<file path="src/design/sequence_replay_window_macros.svh">
// assertion macros for the sequence replay window
// expects clk and rst in scope at the point of use
`ifndef SEQUENCE_REPLAY_WINDOW_MACROS_SVH
`define SEQUENCE_REPLAY_WINDOW_MACROS_SVH

// same-cycle implication
`define SRW_ASSERT_IMP(name, cond, prop) \
  name: assert property (@(posedge clk) disable iff (rst) (cond) |-> (prop)) \
    else $error("sequence_replay_window: check failed");

// next-cycle implication
`define SRW_ASSERT_NEXT(name, cond, prop) \
  name: assert property (@(posedge clk) disable iff (rst) (cond) |=> (prop)) \
    else $error("sequence_replay_window: check failed");

`endif

</file>
<file path="src/design/srw_pkg.sv">
// types and constants for the sequence replay window
// no dependencies
`timescale 1ns / 1ps

package srw_pkg;

  localparam int unsigned LATE_WINDOW_DEFAULT = 4;
  localparam int unsigned SEQ_W = 16;
  localparam int unsigned POS_W = 32;
  localparam int unsigned LIMIT_W = 15;
  localparam logic [LIMIT_W-1:0] FORWARD_LIMIT_RESET = 15'd8;

  typedef enum logic [2:0] {
    ST_OK     = 3'd0,
    ST_LATE   = 3'd1,
    ST_DUP    = 3'd2,
    ST_NOTFWD = 3'd3,
    ST_BEHIND = 3'd4
  } status_t;

  typedef struct packed {
    logic [SEQ_W-1:0]        sequence_req;
    logic                    queue_empty;
    logic                    output_silent;
    logic                    playout_valid;
    logic signed [POS_W-1:0] next_playout_position;
  } req_t;

  typedef struct packed {
    status_t                 status;
    logic                    reanchored;
    logic signed [POS_W-1:0] extended_position;
  } res_t;

endpackage

</file>
<file path="src/design/sequence_replay_window.sv">
// sequence replay window: anti-replay window and playout admission check
// depends on srw_pkg and sequence_replay_window_macros.svh
//
// usage
//   request channel: req_valid / req_stall / req_data (req_t). a request is
//   taken at a rising edge with req_valid high and req_stall low.
//   result channel: res_valid / res_stall / res_data (res_t), one result per
//   request, in request order.
//   cfg_write with cfg_data sets forward_limit; write only while idle.
//   a taken request waits in the request register; its result loads into
//   the result register when it advances. throughput: one request per cycle
//   unless the result stalls. the request register feeds the window logic
//   (33-bit adds/subtracts, compares, a small bitmap shift); window state and
//   result register load in the same cycle; the next request sees the update.
//   reset: window unanchored, bitmap clear, forward_limit back to 8, both
//   pipeline registers empty.
//   stall: a held result keeps the request register full; req_stall rises
//   only when the request register cannot move on, so one request is held
//   inside while the result waits.
`timescale 1ns / 1ps
`include "sequence_replay_window_macros.svh"

module sequence_replay_window
  import srw_pkg::*;
#(
  parameter int unsigned LATE_WINDOW = LATE_WINDOW_DEFAULT
) (
  input  logic               clk,
  input  logic               rst,
  input  logic               req_valid,
  output logic               req_stall,
  input  req_t               req_data,
  output logic               res_valid,
  input  logic               res_stall,
  output res_t               res_data,
  input  logic               cfg_write,
  input  logic [LIMIT_W-1:0] cfg_data
);

  localparam int unsigned BM_W = LATE_WINDOW + 1;
  localparam int unsigned IW = $clog2(BM_W);
  localparam logic [POS_W-1:0] LW_POS = POS_W'(LATE_WINDOW);
  localparam logic signed [POS_W-1:0] POS_MAX = {1'b0, {(POS_W-1){1'b1}}};
  localparam logic signed [POS_W-1:0] POS_MIN = {1'b1, {(POS_W-1){1'b0}}};

  // configuration and window state
  logic [LIMIT_W-1:0]      forward_limit;
  logic                    anchored;
  logic [SEQ_W-1:0]        newest_sequence;
  logic signed [POS_W-1:0] newest_position;
  logic [BM_W-1:0]         seen_bitmap;

  // pipeline registers
  logic req_full;
  req_t req_reg;
  logic advance;

  // window logic
  logic [SEQ_W-1:0]        d;
  logic signed [POS_W:0]   ext_wide;
  logic signed [POS_W-1:0] ext;
  logic [POS_W:0]          off;
  logic [POS_W:0]          neg_off;
  logic                    reanchor_req;
  logic                    fwd_jump;
  logic                    do_anchor;
  logic                    do_advance_newest;
  logic                    do_mark;
  logic                    reanch;
  status_t                 status;
  logic signed [POS_W-1:0] ext_out;
  logic                    anchored_next;
  logic [SEQ_W-1:0]        newest_sequence_next;
  logic signed [POS_W-1:0] newest_position_next;
  logic [BM_W-1:0]         seen_bitmap_next;
  res_t                    res_next;

  assign advance   = req_full && (!res_valid || !res_stall);
  assign req_stall = req_full && !advance;

  always_comb begin
    d = req_reg.sequence_req - newest_sequence;
    ext_wide = {newest_position[POS_W-1], newest_position}
             + {{(POS_W+1-SEQ_W){d[SEQ_W-1]}}, d};
    unique case (ext_wide[POS_W:POS_W-1])
      2'b01:   ext = POS_MAX;
      2'b10:   ext = POS_MIN;
      default: ext = ext_wide[POS_W-1:0];
    endcase
    off = {newest_position[POS_W-1], newest_position} - {ext[POS_W-1], ext};
    neg_off = (POS_W+1)'(0) - off;
    reanchor_req = req_reg.queue_empty && req_reg.output_silent;
    fwd_jump = !d[SEQ_W-1] && (d[SEQ_W-2:0] > forward_limit);

    status = ST_OK;
    reanch = 1'b0;
    ext_out = ext;
    do_anchor = 1'b0;
    do_advance_newest = 1'b0;
    do_mark = 1'b0;

    if (!anchored) begin
      do_anchor = 1'b1;
      ext_out = '0;
    end else if (fwd_jump) begin
      do_anchor = 1'b1;
      reanch = 1'b1;
      ext_out = '0;
    end else if (!off[POS_W] && (off[POS_W-1:0] > LW_POS)) begin
      status = ST_LATE;
    end else if (!off[POS_W] && seen_bitmap[off[IW-1:0]]) begin
      status = ST_DUP;
    end else if (reanchor_req) begin
      if (d[SEQ_W-1] || (d == '0)) begin
        status = ST_NOTFWD;
      end else begin
        do_anchor = 1'b1;
        reanch = 1'b1;
        ext_out = '0;
      end
    end else if (off[POS_W]) begin
      do_advance_newest = 1'b1;
    end else begin
      do_mark = 1'b1;
    end

    anchored_next = anchored;
    newest_sequence_next = newest_sequence;
    newest_position_next = newest_position;
    seen_bitmap_next = seen_bitmap;
    if (do_anchor) begin
      anchored_next = 1'b1;
      newest_sequence_next = req_reg.sequence_req;
      newest_position_next = '0;
      seen_bitmap_next = BM_W'(1);
    end else if (do_advance_newest) begin
      newest_sequence_next = req_reg.sequence_req;
      newest_position_next = ext;
      // a step past the whole window leaves only the new position marked
      if (neg_off[POS_W-1:0] > LW_POS) begin
        seen_bitmap_next = BM_W'(1);
      end else begin
        seen_bitmap_next = (seen_bitmap << neg_off[IW-1:0]) | BM_W'(1);
      end
    end else if (do_mark) begin
      seen_bitmap_next = seen_bitmap | (BM_W'(1) << off[IW-1:0]);
    end

    // playout check comes after the window update
    if ((status == ST_OK) && !reanch && req_reg.playout_valid
        && (ext_out < req_reg.next_playout_position)) begin
      status = ST_BEHIND;
    end
    if (status != ST_OK) begin
      reanch = 1'b0;
      ext_out = '0;
    end

    res_next.status = status;
    res_next.reanchored = reanch;
    res_next.extended_position = ext_out;
  end

  always_ff @(posedge clk) begin
    if (rst) begin
      forward_limit   <= FORWARD_LIMIT_RESET;
      anchored        <= 1'b0;
      newest_sequence <= '0;
      newest_position <= '0;
      seen_bitmap     <= '0;
      req_full        <= 1'b0;
      res_valid       <= 1'b0;
    end else begin
      if (cfg_write) begin
        forward_limit <= cfg_data;
      end
      if (req_valid && !req_stall) begin
        req_full <= 1'b1;
      end else if (advance) begin
        req_full <= 1'b0;
      end
      if (advance) begin
        res_valid       <= 1'b1;
        anchored        <= anchored_next;
        newest_sequence <= newest_sequence_next;
        newest_position <= newest_position_next;
        seen_bitmap     <= seen_bitmap_next;
      end else if (!res_stall) begin
        res_valid <= 1'b0;
      end
    end
  end

  always_ff @(posedge clk) begin
    if (req_valid && !req_stall) begin
      req_reg <= req_data;
    end
    if (advance) begin
      res_data <= res_next;
    end
  end

  `SRW_ASSERT_IMP(a_reject_clean, res_valid && (res_data.status != ST_OK),
    !res_data.reanchored && (res_data.extended_position == '0))
  `SRW_ASSERT_IMP(a_reanchor_zero, res_valid && res_data.reanchored,
    res_data.extended_position == '0)
  `SRW_ASSERT_IMP(a_newest_marked, anchored, seen_bitmap[0])
  `SRW_ASSERT_NEXT(a_anchor_after_item, advance, anchored && res_valid)

endmodule
</file>
<file path="config.mk">
export PLATFORM = sky130hd
export DESIGN_NAME = sequence_replay_window
export DESIGN_NICKNAME = d
export VERILOG_FILES = /design/src/design/srw_pkg.sv /design/src/design/sequence_replay_window.sv
export VERILOG_INCLUDE_DIRS = /design/src /design/src/design
export SDC_FILE = /design/constraint.sdc
export NUM_CORES = 1
export LEC_CHECK = 0
export BUFFER_PORTS_ARGS = -buffer_cell sky130_fd_sc_hd__buf_2
export CORE_ASPECT_RATIO = 0.5
export CORE_UTILIZATION = 44
export CTS_BUF_LIST = sky130_fd_sc_hd__clkbuf_8
export DETAILED_ROUTE_END_ITERATION = 8
export PLACE_DENSITY_LB_ADDON = 0.3
export RECOVER_POWER = 25
export SYNTH_ARGS = -nofsm -noshare
export SYNTH_HDL_FRONTEND = slang
export SYNTH_SLANG_ARGS = --single-unit
</file>
<file path="constraint.sdc">
create_clock -name clk -period 22.9 [get_ports clk]
set_clock_uncertainty 0.15 [all_clocks]
set_input_delay 3.435 -clock clk [delete_from_list [all_inputs] [get_ports clk]]
set_output_delay 3.435 -clock clk [all_outputs]
set_load 0.02 [all_outputs]
</file>
==> flow_metrics.env <==
export IMPL_gp_congestion=0.9416
export IMPL_post_drt_via_cell_ratio=5.776
export IMPL_synth_area_leaders="edfxtp_1 21%, ha_1 13%, dfxtp_1 11%"
export IMPL_final_design_area_no_fill_um2=13940
export IMPL_synthSimpleGateAreaFrac_pct=19.37
export IMPL_syn_avg_cell_area_um2=8.598
export IMPL_crit_slowest_cell="or4_1"
export IMPL_min_period_over_period_pct=59.55
export IMPL_endpoint_kind_of_the_worst_setup_timing_path="flip-flop"
export IMPL_detail_route_iter0_violations=795
export IMPL_synth_fp_nets=1677
export IMPL_areaGrowthSynthToFinish_pct=10.38
export IMPL_fp_coreArea_um2=27980
export IMPL_detail_route_wirelength_mm=35.47
export IMPL_route_vias_total=11270
export IMPL_synthXorXnorAreaFrac_pct=4.715
export IMPL_cts_resized=0
export IMPL_start_kind="flip-flop"
export IMPL_ctsHoldBuffers=0
export IMPL_grt_ovfl_total=0
export IMPL_initial_core_util_pct=45.15
export IMPL_largest_net_degree_at_the_start_of_global_routing=52
export IMPL_timing_hold_violations_final=0
export IMPL_hpwlAfterDp_mm=28.09
export IMPL_nNetsFinal=1765
export IMPL_drc=0
export IMPL_crit_arrival_ns=13.70
export IMPL_ys_async_sr_fraction_pct=0
export IMPL_rsz0062_at_grt="no"
export IMPL_largest_reg_flops=51
export IMPL_post_synth_inst_count=1469
export IMPL_finish_cell_count_without_fillers=1952
export IMPL_place_inst=1920
export IMPL_min_period_ns=13.64
export IMPL_final_core_utilization_pct=49.83
export IMPL_gr_usage_all_layers_pct=24.15
export IMPL_floorplan_die_width_um=241.6
export IMPL_power_density_nw_per_um2=102.2
export IMPL_p_int_uw=749.2
export IMPL_post_cts_repair_setup_buffers=0
export IMPL_failed_checks="max-capacitance violations, max-slew violations"
export IMPL_antenna_cells=0
export IMPL_synth_largest_area_cell="edfxtp_1"
export IMPL_clock_insertion_delay_worst_skew_ns=0.48
export IMPL_status="complete, but fails checks"
export IMPL_cts_tree="done"
export IMPL_yosys_area_share_adder_pct=13.75
export IMPL_worstSetupPathType="flip-flop to flip-flop"
export IMPL_timing_max_slew_rel_slack_pct=-67.11
export IMPL_final_layout_size_suffix_gt1_share_pct=13.57
export IMPL_clkPwrFrac_pct=17.3
export IMPL_row_count=43
export IMPL_setup_viol=0
export IMPL_slowest_delay_ns=0.54
export IMPL_min_path_type="flip-flop to flip-flop"
export IMPL_synth_cell_area_um2=12630
export IMPL_number_of_levels_the_h_tree_was_split_into=4
export IMPL_sequentialPowerShare_pct=23.2
export IMPL_synth_edff_count=87
export IMPL_drt_wirelength_per_cell_um=18.17
export IMPL_combinationalPowerShare_pct=59.5
export IMPL_sink_count_of_the_clock_tree=158
export IMPL_combinational_family_with_the_most_area_after_synthesis="compound AO/OA/AOI/OAI gates"
export IMPL_synthFlopType="edfxtp_1"
export IMPL_power_static_leakage_uw=0.006313
export IMPL_cts_root_to_sink_buffers=2
export IMPL_cts_root_buffer_cell="clkbuf_8"
export IMPL_maxSlewViolCount=83
export IMPL_portion_of_the_post_synthesis_area_used_by_sequential_elements_pct=31.94
export IMPL_yosys_warnings=0
export IMPL_die_height_um=121.8
export IMPL_path_max_fanout=38
export IMPL_portion_of_synthesized_cell_area_occupied_by_the_leading_cell_type_pct=20.68
export IMPL_num_io_pins=109
export IMPL_number_of_buffers_created_by_cts=17
export IMPL_worstPathRequired_ns=22.96
export IMPL_post_dp_cell_area_um2=13500
export IMPL_synth_compound_area_share_pct=21.22
export IMPL_synthesized_flop_and_latch_total=158
export IMPL_cts_clk_slew_worst_paths_ns=0.09
export IMPL_n_fill_cell=2694
export IMPL_yosys_mux_area_fraction_pct=3.289
export IMPL_first_global_vias=10830
export IMPL_switching_power_uw=676.3
export IMPL_antenna_violations_before_repair=0
export IMPL_drt_first_pass_iters=7
export IMPL_grt_first_pass_wirelength_mm=56.15
export IMPL_synth_cell_types=94
export IMPL_ir_worst_vdd_v=0.00004273
export IMPL_achievable_frequency_mhz=73.33
export IMPL_cap_viol_max_count=2
export IMPL_detail_route_antenna_nets=0
export IMPL_setup_total_negative_slack_ns=0
export IMPL_fp_dieArea_um2=29430
export IMPL_buffer_ports_inserted=108
export IMPL_netSwitchingFraction_pct=47.45
export IMPL_tightestPinTransition_ns=2.507
==> Yosys cell counts (4+ instances only) <==
cell type,n
nand2b_1,18
nand3_1,60
o22ai_1,4
or4_1,9
dfxtp_1,71
nor2b_1,10
a2111oi_0,7
inv_1,123
a211o_1,4
o21bai_1,13
o2111ai_1,4
clkbuf_1,36
o21a_1,14
a21boi_0,5
mux2i_1,37
nand4_1,26
nand2_1,73
or2_2,35
xor2_1,29
and2_1,13
o211ai_1,13
a21oi_1,113
xnor2_1,39
nor3b_1,6
a21o_1,49
and3_1,10
edfxtp_1,87
and4_1,4
a211oi_1,11
ha_1,134
a31oi_1,6
nor3_1,34
or3_1,11
nor2_1,128
o31ai_1,9
o21ai_0,121
buf_2,6
nor4_1,12
==> logic make-up (layout without fill, tap and decap cells) <==
family / count (synthesis) / after routing
AOI/OAI and AO/OA: 420 / 420
xor gates and xnor gates: 68 / 68
adders and majority gates: 137 / 137
buffers and inverters: 174 / 275
DFF: 158 / 158
muxes: 40 / 40
and+or+nand+nor: 472 / 472
==> cells in the final DEF (no fill, tap or decap), types with 14 or more instances in the layout <==
cell type  Yosys  routed
ha_1         134     134
nor2_1       128     128
inv_1        123     125
o21ai_0      121     121
a21oi_1      113     113
buf_2          6     105
edfxtp_1      87      87
nand2_1       73      72
dfxtp_1       71      71
nand3_1       60      60
a21o_1        49      49
xnor2_1       39      39
mux2i_1       37      37
or2_2         35      35
nor3_1        34      34
xor2_1        29      29
nand4_1       26      26
nand2b_1      18      18
clkbuf_8       3      17
o21a_1        14      14
==> worst paths after layout <==
path,startpoint,endpoint,slack [ns],cells after the start
worst max-delay path,req_reg[36],res_data[28],9.26,55
worst min register to register,seen_bitmap[4],seen_bitmap[4],0.33,2
worst max register to register,req_reg[36],res_data[28],9.26,55
worst min-delay path,seen_bitmap[4],seen_bitmap[4],0.33,2
==> area by class of cell <==
class                           instances  area, µm²  area share, %
Clock buffer                           17      234.0          1.678
Clock inverter                         15      231.5          1.660
Inverter                              124      465.4          3.338
Multi-Input combinational cell       1137       7884          56.55
Sequential cell                       158       4034          28.93
Tap cell                              382      478.0          3.428
Timing Repair Buffer                  119      615.6          4.415
==> layer usage <==
layer,vias up,wire [µm],global-route usage [%],share of wire (%)
li1,5544,-,-,-
met1,5365,16580,31.91,47
met2,313,16080,40.14,45
met3,52,1980,4.781,5.6
met4,0,833,7.006,2.3
met5,-,0,0,0
==> stage by stage <==
stage               power (µW)  setup WS (ns)  hold WS, ns
CTS                       1415          9.357       0.3209
finish                    1425          9.264       0.3257
global route              1534          8.178       0.3286
detailed placement        1164          9.396       0.3070
floorplan                973.4          11.46       0.2821
global placement          1151          9.781       0.3008
==> critical path, delay by kind of cell, from the launching register on <==
family                     cells  cell delay [ns]
AOI/OAI and AO/OA             28             6.12
buffers and inverters          8             1.72
adders and majority gates      6             2.17
and+or+nand+nor               11             2.36
DFF                            1             0.44
xor gates and xnor gates       2             0.32
==> power by group through the flow <==
stage / registers [µW] / clock network [µW] / logic [µW]
final: 330 / 247 / 848
after global routing: 332 / 265 / 937
after CTS: 330 / 252 / 833
after detailed placement: 337 / 0 / 827
after global placement: 336 / 0 / 815
after floorplan: 338 / 0 / 636
No activity file was read; power rests on OpenSTA's default activity.
